## src/hw/rtl/assert_macros.svh

```systemverilog
// Assertion shorthands; every user has clk and rst_n in scope.
`ifndef ASSERT_MACROS_SVH
`define ASSERT_MACROS_SVH

// Condition holds at every clock edge out of reset.
`define RLBP_ASSERT_HOLDS(label, cond, msg) \
    label: assert property (@(posedge clk) disable iff (!rst_n) (cond)) else $error(msg);

// Consequent holds in the same cycle as the antecedent.
`define RLBP_ASSERT_SAME(label, ante, cons, msg) \
    label: assert property (@(posedge clk) disable iff (!rst_n) (ante) |-> (cons)) \
        else $error(msg);

// Consequent holds in the cycle after the antecedent.
`define RLBP_ASSERT_NEXT(label, ante, cons, msg) \
    label: assert property (@(posedge clk) disable iff (!rst_n) (ante) |=> (cons)) \
        else $error(msg);

`endif

```

## src/hw/rtl/rlbp_pkg.sv

```systemverilog
`default_nettype none

package rlbp_pkg;

    localparam int TOP_INDEX_DEFAULT = 63;
    localparam int MAX_CHARS_DEFAULT = 1023;

    localparam int MAP_W    = 64;
    localparam int OFF_W    = 10;
    localparam int OFF_MAX  = 1023;

    // Character codes
    localparam logic [7:0] CH_TAB   = 8'h09;
    localparam logic [7:0] CH_CR    = 8'h0D;
    localparam logic [7:0] CH_SPACE = 8'h20;
    localparam logic [7:0] CH_PLUS  = 8'h2B;
    localparam logic [7:0] CH_COMMA = 8'h2C;
    localparam logic [7:0] CH_DASH  = 8'h2D;
    localparam logic [7:0] CH_0     = 8'h30;
    localparam logic [7:0] CH_7     = 8'h37;
    localparam logic [7:0] CH_9     = 8'h39;
    localparam logic [7:0] CH_UC_A  = 8'h41;
    localparam logic [7:0] CH_UC_F  = 8'h46;
    localparam logic [7:0] CH_UC_X  = 8'h58;
    localparam logic [7:0] CH_LC_A  = 8'h61;
    localparam logic [7:0] CH_LC_F  = 8'h66;
    localparam logic [7:0] CH_LC_X  = 8'h78;

    localparam logic [4:0] DIGIT_NONE = 5'd16;

    localparam logic [1:0] ST_OK       = 2'd0;
    localparam logic [1:0] ST_BACKWARD = 2'd1;
    localparam logic [1:0] ST_TOO_HIGH = 2'd2;

    typedef enum logic [6:0] {
        PH_IDLE   = 7'b0000001,
        PH_START  = 7'b0000010,
        PH_SEP    = 7'b0000100,
        PH_ZERO   = 7'b0001000,
        PH_X      = 7'b0010000,
        PH_DIGITS = 7'b0100000,
        PH_UPPRE  = 7'b1000000
    } phase_t;

    typedef enum logic [1:0] {
        RADIX_DEC = 2'd0,
        RADIX_OCT = 2'd1,
        RADIX_HEX = 2'd2
    } radix_t;

    typedef struct packed {
        logic       first_char;
        logic [7:0] char_code;
    } char_req_t;

    typedef struct packed {
        logic [1:0]       status;
        logic [MAP_W-1:0] stave_map;
        logic [OFF_W-1:0] end_offset;
    } map_req_t;

    // Digit value in base 16, DIGIT_NONE when not a digit.
    function automatic logic [4:0] digit_of(input logic [7:0] c);
        logic [4:0] d;
        d = DIGIT_NONE;
        if (c inside {[CH_0:CH_9]}) begin
            d = 5'(c - CH_0);
        end else if (c inside {[CH_LC_A:CH_LC_F]}) begin
            d = 5'(c - CH_LC_A) + 5'd10;
        end else if (c inside {[CH_UC_A:CH_UC_F]}) begin
            d = 5'(c - CH_UC_A) + 5'd10;
        end
        return d;
    endfunction

    // Status of a finished entry from its bounds.
    function automatic logic [1:0] close_status(
        input logic       upper,
        input logic       negative,
        input logic [7:0] value,
        input logic [7:0] lower,
        input logic [7:0] top
    );
        logic [1:0] s;
        logic [7:0] low;
        low = upper ? lower : value;
        s = ST_OK;
        if (upper && negative && (value != 8'd0)) begin
            s = ST_BACKWARD;
        end else if (upper && (value < low)) begin
            s = ST_BACKWARD;
        end else if (value > top) begin
            s = ST_TOO_HIGH;
        end
        return s;
    endfunction

    // Bits lo..hi set; both are at most 63 where used.
    function automatic logic [MAP_W-1:0] range_mask(
        input logic [5:0] lo,
        input logic [5:0] hi
    );
        logic [MAP_W-1:0] ones;
        ones = '1;
        return (ones >> (6'd63 - hi)) & (ones << lo);
    endfunction

endpackage

`default_nettype wire

```

## src/hw/rtl/rlbp_core.sv

```systemverilog
`default_nettype none

module rlbp_core #(
    parameter int TOP_INDEX = rlbp_pkg::TOP_INDEX_DEFAULT,
    parameter int MAX_CHARS = rlbp_pkg::MAX_CHARS_DEFAULT
) (
    input  wire logic                clk,
    input  wire logic                rst_n,
    input  wire logic                accept,
    input  wire rlbp_pkg::char_req_t req,
    output logic                     push,
    output rlbp_pkg::map_req_t       result
);

    localparam int CW = $clog2(MAX_CHARS + 1);
    localparam int PW = (CW > rlbp_pkg::OFF_W) ? CW : rlbp_pkg::OFF_W;

    rlbp_pkg::phase_t                 phase_reg, phase_next;
    logic [7:0]                       number_reg, number_next;
    rlbp_pkg::radix_t                 radix_reg, radix_next;
    logic                             negative_reg, negative_next;
    logic [7:0]                       lower_reg, lower_next;
    logic [rlbp_pkg::MAP_W-1:0]       bitmap_reg, bitmap_next;
    logic [CW-1:0]                    count_reg, count_next;
    logic                             upper_reg, upper_next;
    logic                             sign_reg, sign_next;
    logic                             clean_reg, clean_next;
    logic [CW-1:0]                    stop_reg, stop_next;

    logic [7:0]  c;
    logic [CW-1:0] pos;
    logic [4:0]  d;
    logic [4:0]  radix_val;
    logic [11:0] scaled;
    logic [12:0] acc;
    logic        do_emit, do_post, do_sep, do_begin, do_close;
    logic        begin_upper, after_x, after_upper;
    logic [1:0]  emit_status, close_st;
    logic [CW-1:0] emit_pos;
    logic [PW-1:0] emit_pos_w;

    always_comb
    begin
        c             = req.char_code;
        phase_next    = phase_reg;
        number_next   = number_reg;
        radix_next    = radix_reg;
        negative_next = negative_reg;
        lower_next    = lower_reg;
        bitmap_next   = bitmap_reg;
        count_next    = count_reg;
        upper_next    = upper_reg;
        sign_next     = sign_reg;
        clean_next    = clean_reg;
        stop_next     = stop_reg;
        do_emit       = 1'b0;
        do_post       = 1'b0;
        do_sep        = 1'b0;
        do_begin      = 1'b0;
        do_close      = 1'b0;
        begin_upper   = 1'b0;
        after_x       = 1'b0;
        after_upper   = 1'b0;
        emit_status   = rlbp_pkg::ST_OK;
        emit_pos      = '0;
        close_st      = rlbp_pkg::ST_OK;
        d             = rlbp_pkg::digit_of(c);
        radix_val     = 5'd10;
        scaled        = '0;
        acc           = '0;

        // A first character restarts the list from a clean state.
        if (req.first_char)
        begin
            phase_next    = rlbp_pkg::PH_START;
            number_next   = '0;
            radix_next    = rlbp_pkg::RADIX_DEC;
            negative_next = 1'b0;
            lower_next    = '0;
            bitmap_next   = '0;
            count_next    = '0;
            upper_next    = 1'b0;
            sign_next     = 1'b0;
            clean_next    = 1'b1;
            stop_next     = '0;
        end

        pos = count_next;

        if (phase_next != rlbp_pkg::PH_IDLE)
        begin
            if (count_next < CW'(MAX_CHARS))
            begin
                count_next = count_next + CW'(1);
            end

            case (phase_next)
                rlbp_pkg::PH_START:
                begin
                    if (c inside {[rlbp_pkg::CH_0:rlbp_pkg::CH_9]})
                    begin
                        do_begin = 1'b1;
                    end
                    else
                    begin
                        do_emit  = 1'b1;
                        emit_pos = pos;
                    end
                end
                rlbp_pkg::PH_SEP:
                begin
                    do_sep = 1'b1;
                end
                rlbp_pkg::PH_ZERO:
                begin
                    if (c == rlbp_pkg::CH_LC_X || c == rlbp_pkg::CH_UC_X)
                    begin
                        phase_next = rlbp_pkg::PH_X;
                    end
                    else if (c inside {[rlbp_pkg::CH_0:rlbp_pkg::CH_7]})
                    begin
                        radix_next  = rlbp_pkg::RADIX_OCT;
                        number_next = c - rlbp_pkg::CH_0;
                        phase_next  = rlbp_pkg::PH_DIGITS;
                    end
                    else
                    begin
                        do_post = 1'b1;
                    end
                end
                rlbp_pkg::PH_X:
                begin
                    if (d != rlbp_pkg::DIGIT_NONE)
                    begin
                        radix_next  = rlbp_pkg::RADIX_HEX;
                        number_next = {4'd0, d[3:0]};
                        phase_next  = rlbp_pkg::PH_DIGITS;
                    end
                    else
                    begin
                        number_next = '0;
                        do_close    = 1'b1;
                        after_x     = 1'b1;
                    end
                end
                rlbp_pkg::PH_DIGITS:
                begin
                    case (radix_next)
                        rlbp_pkg::RADIX_HEX:
                        begin
                            radix_val = 5'd16;
                            scaled    = {number_next, 4'd0};
                        end
                        rlbp_pkg::RADIX_OCT:
                        begin
                            radix_val = 5'd8;
                            scaled    = {1'b0, number_next, 3'd0};
                        end
                        default:
                        begin
                            radix_val = 5'd10;
                            scaled    = {1'b0, number_next, 3'd0} + {3'd0, number_next, 1'b0};
                        end
                    endcase
                    if (d < radix_val)
                    begin
                        acc         = {1'b0, scaled} + {8'd0, d};
                        number_next = (acc > 13'd255) ? 8'd255 : acc[7:0];
                    end
                    else
                    begin
                        do_post = 1'b1;
                    end
                end
                rlbp_pkg::PH_UPPRE:
                begin
                    if (!sign_next && (c == rlbp_pkg::CH_SPACE ||
                        c inside {[rlbp_pkg::CH_TAB:rlbp_pkg::CH_CR]}))
                    begin
                        if (c != rlbp_pkg::CH_SPACE && clean_next)
                        begin
                            clean_next = 1'b0;
                            stop_next  = pos;
                        end
                    end
                    else if (!sign_next && (c == rlbp_pkg::CH_PLUS || c == rlbp_pkg::CH_DASH))
                    begin
                        sign_next     = 1'b1;
                        negative_next = (c == rlbp_pkg::CH_DASH);
                        if (clean_next)
                        begin
                            clean_next = 1'b0;
                            stop_next  = pos;
                        end
                    end
                    else if (c inside {[rlbp_pkg::CH_0:rlbp_pkg::CH_9]})
                    begin
                        do_begin    = 1'b1;
                        begin_upper = 1'b1;
                    end
                    else
                    begin
                        // Empty upper bound reads as zero.
                        number_next   = '0;
                        negative_next = 1'b0;
                        do_close      = 1'b1;
                        after_upper   = 1'b1;
                    end
                end
                default:
                begin
                    phase_next = rlbp_pkg::PH_IDLE;
                end
            endcase

            if (do_post)
            begin
                if (!upper_next && c == rlbp_pkg::CH_DASH)
                begin
                    lower_next    = number_next;
                    upper_next    = 1'b1;
                    negative_next = 1'b0;
                    sign_next     = 1'b0;
                    clean_next    = 1'b1;
                    stop_next     = '0;
                    phase_next    = rlbp_pkg::PH_UPPRE;
                end
                else
                begin
                    do_close = 1'b1;
                end
            end

            if (do_close)
            begin
                close_st = rlbp_pkg::close_status(upper_next, negative_next, number_next,
                                                  lower_next, 8'(TOP_INDEX));
                if (!upper_next)
                begin
                    lower_next = number_next;
                end
                if (close_st != rlbp_pkg::ST_OK)
                begin
                    do_emit     = 1'b1;
                    emit_status = close_st;
                end
                else
                begin
                    bitmap_next = bitmap_next |
                        rlbp_pkg::range_mask(lower_next[5:0], number_next[5:0]);
                    if (after_x)
                    begin
                        do_emit  = 1'b1;
                        emit_pos = (pos != '0) ? pos - CW'(1) : '0;
                    end
                    else if (after_upper && !clean_next)
                    begin
                        do_emit  = 1'b1;
                        emit_pos = stop_next;
                    end
                    else
                    begin
                        phase_next = rlbp_pkg::PH_SEP;
                        do_sep     = 1'b1;
                    end
                end
            end

            if (do_sep)
            begin
                if (c == rlbp_pkg::CH_COMMA || c == rlbp_pkg::CH_SPACE)
                begin
                    phase_next = rlbp_pkg::PH_SEP;
                end
                else if (c inside {[rlbp_pkg::CH_0:rlbp_pkg::CH_9]})
                begin
                    do_begin = 1'b1;
                end
                else
                begin
                    do_emit  = 1'b1;
                    emit_pos = pos;
                end
            end

            if (do_begin)
            begin
                upper_next = begin_upper;
                if (!begin_upper)
                begin
                    negative_next = 1'b0;
                end
                number_next = c - rlbp_pkg::CH_0;
                radix_next  = rlbp_pkg::RADIX_DEC;
                phase_next  = (c == rlbp_pkg::CH_0) ? rlbp_pkg::PH_ZERO : rlbp_pkg::PH_DIGITS;
            end

            if (do_emit)
            begin
                phase_next = rlbp_pkg::PH_IDLE;
            end
        end
    end

    // Offset saturates at the field's top; errors report zero.
    assign emit_pos_w = PW'(emit_pos);

    always_comb
    begin
        result.status    = emit_status;
        result.stave_map = bitmap_next;
        if (emit_status != rlbp_pkg::ST_OK)
        begin
            result.end_offset = '0;
        end
        else if (emit_pos_w > PW'(rlbp_pkg::OFF_MAX))
        begin
            result.end_offset = rlbp_pkg::OFF_W'(rlbp_pkg::OFF_MAX);
        end
        else
        begin
            result.end_offset = emit_pos_w[rlbp_pkg::OFF_W-1:0];
        end
    end

    assign push = accept && do_emit;

    always_ff @(posedge clk or negedge rst_n)
    begin
        if (!rst_n)
        begin
            phase_reg    <= rlbp_pkg::PH_IDLE;
            number_reg   <= '0;
            radix_reg    <= rlbp_pkg::RADIX_DEC;
            negative_reg <= 1'b0;
            lower_reg    <= '0;
            bitmap_reg   <= '0;
            count_reg    <= '0;
            upper_reg    <= 1'b0;
            sign_reg     <= 1'b0;
            clean_reg    <= 1'b1;
            stop_reg     <= '0;
        end
        else if (accept)
        begin
            phase_reg    <= phase_next;
            number_reg   <= number_next;
            radix_reg    <= radix_next;
            negative_reg <= negative_next;
            lower_reg    <= lower_next;
            bitmap_reg   <= bitmap_next;
            count_reg    <= count_next;
            upper_reg    <= upper_next;
            sign_reg     <= sign_next;
            clean_reg    <= clean_next;
            stop_reg     <= stop_next;
        end
    end

endmodule

`default_nettype wire

```

## src/hw/rtl/rlbp_skid.sv

```systemverilog
`default_nettype none

`include "assert_macros.svh"

module rlbp_skid (
    input  wire logic               clk,
    input  wire logic               rst_n,
    input  wire logic               push,
    input  wire rlbp_pkg::map_req_t push_data,
    output logic                    full,
    output logic                    out_valid,
    input  wire logic               out_stall,
    output rlbp_pkg::map_req_t      out_data
);

    logic               out_valid_reg;
    rlbp_pkg::map_req_t out_data_reg;
    logic               skid_valid_reg;
    rlbp_pkg::map_req_t skid_data_reg;
    logic               pop;

    assign pop       = out_valid_reg && !out_stall;
    assign full      = skid_valid_reg;
    assign out_valid = out_valid_reg;
    assign out_data  = out_data_reg;

    always_ff @(posedge clk or negedge rst_n)
    begin
        if (!rst_n)
        begin
            out_valid_reg  <= 1'b0;
            skid_valid_reg <= 1'b0;
        end
        else if (skid_valid_reg)
        begin
            // Drain the skid slot into the output once it frees.
            if (pop)
            begin
                skid_valid_reg <= 1'b0;
            end
        end
        else if (push)
        begin
            if (!out_valid_reg || pop)
            begin
                out_valid_reg <= 1'b1;
            end
            else
            begin
                skid_valid_reg <= 1'b1;
            end
        end
        else if (pop)
        begin
            out_valid_reg <= 1'b0;
        end
    end

    always_ff @(posedge clk)
    begin
        if (skid_valid_reg)
        begin
            if (pop)
            begin
                out_data_reg <= skid_data_reg;
            end
        end
        else if (push)
        begin
            if (!out_valid_reg || pop)
            begin
                out_data_reg <= push_data;
            end
            else
            begin
                skid_data_reg <= push_data;
            end
        end
    end

    `RLBP_ASSERT_HOLDS(a_skid_behind_out, !skid_valid_reg || out_valid_reg, "skid without output")
    `RLBP_ASSERT_SAME(a_no_push_when_full, skid_valid_reg, !push, "request pushed while full")
    `RLBP_ASSERT_NEXT(a_skid_fills, push && out_valid_reg && out_stall && !skid_valid_reg, skid_valid_reg, "stalled request lost")

endmodule

`default_nettype wire

```

## src/hw/rtl/range_list_to_bitmap_parser.sv

```systemverilog
`default_nettype none

// Channel   Direction  Handshake              Payload
// char      in         char_valid/char_stall  rlbp_pkg::char_req_t
// map       out        map_valid/map_stall    rlbp_pkg::map_req_t
//
// One character is taken per cycle while char_stall is low; its parse step
// is combinational logic between the parse-state and output registers.
// Results enter the output stage when their ending character is accepted.
// Reset (rst_n low) clears the parse state to idle and empties the output.
// A stalled result is held in a two-entry output stage; char_stall rises
// only when both entries are full.

module range_list_to_bitmap_parser #(
    parameter int TOP_INDEX = rlbp_pkg::TOP_INDEX_DEFAULT,
    parameter int MAX_CHARS = rlbp_pkg::MAX_CHARS_DEFAULT
) (
    input  wire logic                clk,
    input  wire logic                rst_n,
    input  wire logic                char_valid,
    output logic                     char_stall,
    input  wire rlbp_pkg::char_req_t char_data,
    output logic                     map_valid,
    input  wire logic                map_stall,
    output rlbp_pkg::map_req_t       map_data
);

    logic               accept;
    logic               push;
    logic               full;
    rlbp_pkg::map_req_t result;

    // Advance the parser on every accepted request.
    assign accept     = char_valid && !char_stall;
    assign char_stall = full;

    rlbp_core #(
        .TOP_INDEX (TOP_INDEX),
        .MAX_CHARS (MAX_CHARS)
    ) u_core (
        .clk    (clk),
        .rst_n  (rst_n),
        .accept (accept),
        .req    (char_data),
        .push   (push),
        .result (result)
    );

    // Hold results here while the consumer stalls.
    rlbp_skid u_skid (
        .clk       (clk),
        .rst_n     (rst_n),
        .push      (push),
        .push_data (result),
        .full      (full),
        .out_valid (map_valid),
        .out_stall (map_stall),
        .out_data  (map_data)
    );

endmodule

`default_nettype wire

```

## config.mk

```make
export PLATFORM = sky130hd
export DESIGN_NAME = range_list_to_bitmap_parser
export DESIGN_NICKNAME = d
export VERILOG_FILES = /design/src/hw/rtl/rlbp_pkg.sv /design/src/hw/rtl/rlbp_core.sv /design/src/hw/rtl/rlbp_skid.sv /design/src/hw/rtl/range_list_to_bitmap_parser.sv
export VERILOG_INCLUDE_DIRS = /design/src /design/src/hw/rtl
export SDC_FILE = /design/constraint.sdc
export NUM_CORES = 1
export LEC_CHECK = 0
export BUFFER_PORTS_ARGS = -buffer_cell sky130_fd_sc_hd__buf_2
export CORE_MARGIN = 5
export CORE_UTILIZATION = 62
export DETAILED_ROUTE_END_ITERATION = 8
export GPL_TIMING_DRIVEN = 0
export PLACE_DENSITY_LB_ADDON = 0.25
export REMOVE_ABC_BUFFERS = 1
export SYNTH_ARGS = -nofsm -noshare
export SYNTH_HDL_FRONTEND = slang
export SYNTH_HIERARCHICAL = 1
export SYNTH_SLANG_ARGS = --single-unit
```

## constraint.sdc

```tcl
create_clock -name clk -period 10.5 [get_ports clk]
set_clock_uncertainty 0.15 [all_clocks]
set_input_delay 0.525 -clock clk [delete_from_list [all_inputs] [get_ports clk]]
set_output_delay 0.525 -clock clk [all_outputs]
set_load 0.03 [all_outputs]
```

==> reports/results.md, run 1 <==
- **met1 global-route usage** 36.7%
- **post-DP HPWL** 26900 µm
- **Detail Route Antenna Nets** 0
- **startpoint class of the critical path** primary input
- **number of cells in the finished layout apart from fillers** 1816
- **Sw Pwr** 0.911 mW
- **share of total power consumed by net switching** 31.0%
- **unrepaired setup endpoints after global routing** false
- **Crit Path Max Fanout** 38
- **most used flip-flop cell after synthesis** sky130_fd_sc_hd__edfxtp_1
- **overall global routing resource usage** 27.6%
- **count of max-cap constraint violations** 0
- **synthesized cell area** 15200 µm²
- **number of global-route vias before repair** 11.7k
- **internal portion of total power** 2.03 mW
- **clock transition at the registers of the reported paths** 60 ps
- **met3 track utilization from global routing** 3.06%
- **vias after detailed routing** 12.1k
- **kind of critical path** primary input to flip-flop
- **status** complete, no violations
- **clock tree from TritonCTS** yes
- **routing layer with the top usage in global route** met2
- **transition at the pin with the smallest max-transition slack** 1370 ps
- **end of the worst hold path** u_skid/full$_DFF_PN0_
- **final hold vios** 0
- **r2r endpoint** u_skid/skid_data_reg[45]$_DFFE_PP_
- **routability-driven placement congestion ratio** 0.949
- **maximum clock frequency** 102 MHz
- **number of cells traversed by the worst register-to-register path** 28
- **insertion delay of the later-clocked pin in the worst-skew pair** 560 ps
- **register-to-register path setup slack** 1530 ps
- **mean post-synth cell area** 10.7 µm²
- **FF+latch count, synth** 267
- **starting utilization of the core area** 62.8%
- **count of warnings emitted by yosys** 6
- **register area share after synthesis** 48.9%
- **most frequent CP cell** sky130_fd_sc_hd__a21oi_1
- **cell taking the most area after synthesis** sky130_fd_sc_hd__edfxtp_1
- **TritonCTS buffer count** 28
- **top-area cell type share of the netlist area** 30.0%
- **number of enable flip-flop cells after synthesis** 152
- **growth of design area from synthesis to finish** 10.1%
- **final worst-path setup slack** 680 ps
- **Final Power** 2.94 mW
- **Routed WL** 39600 µm
- **largest stage delay on the critical path** 750 ps
- **worst flop-to-flop path startpoint** u_core/number_reg[2]$_DFFE_PN0P_
- **standard-cell row count** 57
- **DR WL/cell** 21.8 µm
- **initial antenna violation count** 0
- **Bufs and invs on worst path** 4
- **met2 Use GR** 46.8%
- **number of design rule violations left after detail routing** 0
- **Clk Tree Root Cell** sky130_fd_sc_hd__clkbuf_16
- **sequential group share of total power** 43.0%
- **Hold Crit Start** map_stall
- **wire length of the first global-routing pass** 63500 µm
- **Setup Slack @ Placement** -107 ps
- **H-tree levels** 1
- **clock tree buffer depth** 3
- **post-placement cell count** 1763
- **CP startpoint** char_data[4]
- **final critical path time including I/O delays and setup** 9820 ps
- **Clock Sinks** 267
- **part of the total power dissipated in combinational logic** 23.7%
- **static leakage** 6.54 nW
- **Ports** 91
- **worst min-delay path class** primary input to flip-flop
- **number of setup buffers added after CTS** 0
- **Initial DRC Count** 1334
- **Top delay family on crit path** compound AO/OA/AOI/OAI gates
- **share of synthesized registers carrying an async set or reset** 43.1%
- **slowest library cell on the worst path** sky130_fd_sc_hd__nor2_1
- **Worst VDD drop** 0.129 mV
- **Final Setup Violations** 0
- **count of cell types in the netlist** 103
- **placeable core area** 24200 µm²
- **final count of pins violating max slew** 0
- **vias per cell** 6.68
- **Layout Nets** 1518
- **cell count after synthesis** 1430
- **commonest cells after routing, fill and taps aside** 152 x sky130_fd_sc_hd__edfxtp_1, 138 x sky130_fd_sc_hd__o22ai_1, 112 x sky130_fd_sc_hd__dfrtp_1, 109 x sky130_fd_sc_hd__inv_1, 104 x sky130_fd_sc_hd__nand2_1
- **# diodes** 0
- **hold path cells** 3
- **fin crit share** 93.5%
- **pin count of the biggest net entering global routing** 61
- **worst rel slew slack** 8.84%
- **final global-route overflow total** 0
- **die width** 167 µm
- **Cell Pwr Density** 175 nW/µm²
- **nature of the critical path endpoint** flip-flop
- **part of the total power dissipated in the clock network** 33.3%
- **vertical die dimension** 167 µm
- **arrival time of the worst setup path** 9890 ps
- **count of input and output buffers** 90
- **most common cell after layout, fill and taps aside** sky130_fd_sc_hd__edfxtp_1
- **ratio of cells with drive above 1 in the final layout** 18.0%
- **Pre-Repair DR Iteration Count** 6
- **required time of the worst setup path** 10570 ps
- **Setup TNS** 0 ps
- **Synth area leaders** sky130_fd_sc_hd__edfxtp_1 30%, sky130_fd_sc_hd__dfrtp_1 19%, sky130_fd_sc_hd__mux2_4 7.5%
- **Die ar.** 27800 µm²
-- how the worst max path moves through the flow --
stage	endpoint	cells after the start
finish	u_skid/skid_data_reg[45]$_DFFE_PP_	31
global route	u_skid/skid_data_reg[35]$_DFFE_PP_	31
CTS	u_skid/skid_data_reg[35]$_DFFE_PP_	32
detailed placement	u_skid/skid_data_reg[48]$_DFFE_PP_	32
global placement	u_skid/skid_data_reg[50]$_DFFE_PP_	28
floorplan	u_skid/skid_data_reg[0]$_DFFE_PP_	28
-- cells in the mapped netlist (22+ instances only) --
library cell,number
sky130_fd_sc_hd__a21oi_1,50
sky130_fd_sc_hd__a22o_1,22
sky130_fd_sc_hd__clkbuf_1,60
sky130_fd_sc_hd__dfrtp_1,113
sky130_fd_sc_hd__edfxtp_1,152
sky130_fd_sc_hd__ha_1,33
sky130_fd_sc_hd__inv_1,109
sky130_fd_sc_hd__mux2_4,76
sky130_fd_sc_hd__nand2_1,104
sky130_fd_sc_hd__nand3_1,28
sky130_fd_sc_hd__nor2_1,79
sky130_fd_sc_hd__nor3_1,23
sky130_fd_sc_hd__o21ai_0,98
sky130_fd_sc_hd__o22ai_1,138
-- per-stage QoR --
stage | hold WS [ps] | cell area, µm² | util, %
after detailed placement | 332 | 15800 | 65.3
after CTS | 61.9 | 16800 | 69.1
after floorplan | 79.4 | 14700 | -
after global placement | 316 | 15600 | 64.3
final | 75.4 | 16800 | 69.2
after global routing | 64.0 | 16800 | 69.2
-- worst register-to-register path, delay by kind of cell, from the launching register on --
family                   cells  cell delay (ps)
AO/OA/AOI/OAI               13             3820
adder cells (fa/ha/maj)      4             1410
buffers and inverters        3             1050
flip-flops                   1              380
AND/OR/NAND/NOR              8             1790
-- layout make-up --
type	instances	area [µm²]
inverter	113	428
fill	1790	7470
multi-input combinational	960	6920
timing repair buffer	100	659
tap	324	405
clock buffer	32	716
clock inverter	20	195
sequential	267	7450
-- logic make-up after synthesis --
logic type	share of synthesized area, %
AO/OA/AOI/OAI	20.5
XOR/XNOR	1.09
adder cells (fa/ha/maj)	2.97
buffers and inverters	6.05
flip-flops	48.9
multiplexers	8.77
AND/OR/NAND/NOR	11.8
-- per-layer routing --
metal | share of wire, % | up-vias
met4 | 4.0 | 0
met1 | 40 | 5991
met5 | 0 | -
met3 | 6.1 | 113
li1 | - | 5464
met2 | 49 | 567
-- power groups by stage --
stage	registers, mW	clock network [mW]	logic [mW]
2_1_floorplan	1.39	0	0.410
3_3_place_gp	1.32	0	0.664
3_5_place_dp	1.28	0	0.686
4_1_cts	1.26	0.992	0.691
5_1_grt	1.27	1.04	0.742
6_report	1.26	0.979	0.696
-- what timing repair did --
action | 4_1_cts | 5_1_grt
hold buffers | 1 | 0
hold endpoints to repair | 55 | 0
endpoints found under the setup margin | 0 | 89
resized for setup | 0 | 3
Power figures use the tool's default switching activity.
==> inputs of run 2 (changes only) <==
--- a/config.mk
+++ b/config.mk
@@ -6,11 +6,13 @@
 export SDC_FILE = /design/constraint.sdc
 export NUM_CORES = 1
 export LEC_CHECK = 0
+export ABC_AREA = 1
 export BUFFER_PORTS_ARGS = -buffer_cell sky130_fd_sc_hd__buf_2
 export CORE_MARGIN = 5
 export CORE_UTILIZATION = 62
 export DETAILED_ROUTE_END_ITERATION = 8
 export GPL_TIMING_DRIVEN = 0
+export MAX_ROUTING_LAYER = met4
 export PLACE_DENSITY_LB_ADDON = 0.25
 export REMOVE_ABC_BUFFERS = 1
 export SYNTH_ARGS = -nofsm -noshare
==> run 2 against run 1 <==
- maximum frequency up 15%
- sequential share of layout area down 0.69 points
- highest routed layer unchanged
- via count up 14%
==> reports/results.md, run 2 <==
- **status** complete, no violations
- **register-to-register path setup slack** 2470 ps
- **transition at the pin with the smallest max-transition slack** 1370 ps
- **Setup TNS** 0 ps
- **TritonCTS buffer count** 26
- **startpoint class of the critical path** primary input
- **# diodes** 0
- **Synth area leaders** sky130_fd_sc_hd__edfxtp_1 29%, sky130_fd_sc_hd__dfrtp_1 18%, sky130_fd_sc_hd__nand2_1 14%
- **count of warnings emitted by yosys** 6
- **share of synthesized registers carrying an async set or reset** 43.1%
- **worst rel slew slack** 8.67%
- **register area share after synthesis** 47.6%
- **synthesized cell area** 15600 µm²
- **most common cell after layout, fill and taps aside** sky130_fd_sc_hd__nand2_1
- **count of cell types in the netlist** 65
- **starting utilization of the core area** 62.4%
- **arrival time of the worst setup path** 8580 ps
- **vertical die dimension** 169 µm
- **Crit Path Max Fanout** 56
- **most frequent CP cell** sky130_fd_sc_hd__nand2_1
- **worst min-delay path class** primary input to flip-flop
- **Sw Pwr** 1.12 mW
- **ratio of cells with drive above 1 in the final layout** 11.5%
- **count of max-cap constraint violations** 0
- **insertion delay of the later-clocked pin in the worst-skew pair** 540 ps
- **sequential group share of total power** 44.0%
- **commonest cells after routing, fill and taps aside** 563 x sky130_fd_sc_hd__nand2_1, 234 x sky130_fd_sc_hd__inv_1, 152 x sky130_fd_sc_hd__edfxtp_1, 149 x sky130_fd_sc_hd__nor2_1, 138 x sky130_fd_sc_hd__o21ai_0
- **Pre-Repair DR Iteration Count** 6
- **required time of the worst setup path** 10580 ps
- **final critical path time including I/O delays and setup** 8500 ps
- **standard-cell row count** 58
- **Sequential Area** 7450 µm²
- **Bufs and invs on worst path** 11
- **number of enable flip-flop cells after synthesis** 152
- **H-tree levels** 1
- **largest stage delay on the critical path** 770 ps
- **Final Power** 3.11 mW
- **FF+latch count, synth** 267
- **cell taking the most area after synthesis** sky130_fd_sc_hd__edfxtp_1
- **internal portion of total power** 1.99 mW
- **part of the total power dissipated in combinational logic** 27.6%
- **routability-driven placement congestion ratio** 0.991
- **Layout Nets** 2022
- **static leakage** 7.78 nW
- **die width** 169 µm
- **maximum clock frequency** 118 MHz
- **vias after detailed routing** 13.8k
- **final count of pins violating max slew** 0
- **Cell Pwr Density** 182 nW/µm²
- **overall global routing resource usage** 30.0%
- **wire length of the first global-routing pass** 68400 µm
- **final hold vios** 0
- **number of global-route vias before repair** 13.2k
- **clock tree from TritonCTS** yes
- **post-DP HPWL** 28800 µm
- **placeable core area** 25000 µm²
- **cell count after synthesis** 1931
- **fill cell instance count of the final layout** 2042
- **fin crit share** 81.0%
- **share of total power consumed by net switching** 36.1%
- **growth of design area from synthesis to finish** 9.02%
- **unrepaired setup endpoints after global routing** false
- **Top delay family on crit path** buffers and inverters
- **mean post-synth cell area** 8.09 µm²
- **Clock Sinks** 267
- **count of input and output buffers** 90
- **nature of the critical path endpoint** flip-flop
- **kind of critical path** primary input to flip-flop
- **Worst VDD drop** 0.237 mV
- **part of the total power dissipated in the clock network** 28.3%
- **Final Setup Violations** 0
- **Clk Tree Root Cell** sky130_fd_sc_hd__clkbuf_16
- **most frequent cell after synthesis** sky130_fd_sc_hd__nand2_1
- **number of setup buffers added after CTS** 0
- **slowest library cell on the worst path** sky130_fd_sc_hd__o22ai_2
- **clock tree buffer depth** 3
- **vias per cell** 5.95
- **most used flip-flop cell after synthesis** sky130_fd_sc_hd__edfxtp_1
- **area occupied by multi-input gates** 6720 µm²
- **Die ar.** 28500 µm²
- **clock transition at the registers of the reported paths** 60 ps
- **DR WL/cell** 18.2 µm
- **pin count of the biggest net entering global routing** 95
- **Ports** 91
- **number of design rule violations left after detail routing** 0
- **Routed WL** 42200 µm
- **final global-route overflow total** 0
- **Initial DRC Count** 1603
- **cell types with the highest counts after synthesis** 563 x sky130_fd_sc_hd__nand2_1, 237 x sky130_fd_sc_hd__inv_1, 152 x sky130_fd_sc_hd__edfxtp_1
- **top-area cell type share of the netlist area** 29.2%
- **Detail Route Antenna Nets** 0
- **initial antenna violation count** 0
[run 2: cell count changes after synthesis, sizes merged, moves of 21 or more]
| cell | delta |
|---|---|
| a22o | -21 |
| nor2 | +83 |
| clkbuf | -21 |
| o2111ai | +25 |
| nand3 | +50 |
| o22ai | -69 |
| inv | +145 |
| nor2b | -22 |
| mux2 | -80 |
| nand2 | +478 |
| o21ai | +61 |
[run 2: final timing paths]
kind	startpoint	endpoint	depth (start not counted)
setup / recovery	char_data[8]	u_skid/skid_data_reg[33]$_DFFE_PP_	41
hold / removal	map_stall	u_skid/out_valid$_DFFE_PN0P_	3
setup reg to reg	u_core/number_reg[2]$_DFFE_PN0P_	u_skid/skid_data_reg[33]$_DFFE_PP_	38
hold reg to reg	u_core/stop_reg[8]$_DFFE_PN0P_	u_core/stop_reg[8]$_DFFE_PN0P_	2
max in group asynchronous	rst_n	u_skid/full$_DFF_PN0_	3
min in group asynchronous	rst_n	u_core/bitmap_reg[0]$_DFFE_PN0P_	2
[run 2: final cells by class]
class                   instances  area share [%]
flip-flops and latches        267            43.7
multi-input cells            1317            39.4
inverters                     261            5.84
clock buffers                  37            4.24
repair buffers                101            3.94
well taps                     330            2.42
clock inverters                11           0.411
[run 2: worst min-delay path: stages]
cell,delay (ps)
sky130_fd_sc_hd__buf_2,80
sky130_fd_sc_hd__nand2_1,80
sky130_fd_sc_hd__nand3_1,90
[run 2: cell families (layout without fill, tap and decap cells)]
| kind of cell | after synthesis | count (layout) | synth area share, % |
|---|---|---|---|
| DFF | 267 | 267 | 47.6 |
| AOI/OAI and AO/OA | 386 | 386 | 15.3 |
| adders and majority gates | 35 | 35 | 2.90 |
| xor gates and xnor gates | 19 | 19 | 1.06 |
| and+or+nand+nor | 877 | 877 | 23.7 |
| buffers and inverters | 347 | 410 | 9.47 |
[run 2: layer usage]
layer	part of all wire [%]	vias to the layer above	global-route usage [%]
li1	-	6519	-
met1	41	6542	40.0
met2	49	658	49.2
met3	6.9	98	3.50
met4	2.7	0	8.26
met5	0	-	-
[run 2: power groups by stage]
stage                     Clock, mW  Combinational (mW)  Sequential [mW]
after floorplan                   0               0.373             1.59
after global placement            0               0.806             1.40
after detailed placement          0               0.853             1.39
after CTS                     0.897               0.857             1.37
after global routing          0.947               0.925             1.39
final                         0.880               0.859             1.37
[run 2: timing repair]
item / 4_1_cts / 5_1_grt
hold buffers: 1 / 0
resized for setup: 0 / 0
hold endpoints to repair: 21 / 0
[run 2: through the flow]
step           hold WS, ps  std cells  setup WS, ps  instance area (µm²)  utilization, %
2_1_floorplan         79.4       1845          1310                15100               -
3_3_place_gp           312       2265         -2900                16000            63.9
3_5_place_dp           249       2275          1640                16200            64.9
4_1_cts                118       2324          2170                17000            68.1
5_1_grt                132       2324          1500                17000            68.1
6_report               135       2324          2000                17000            68.1
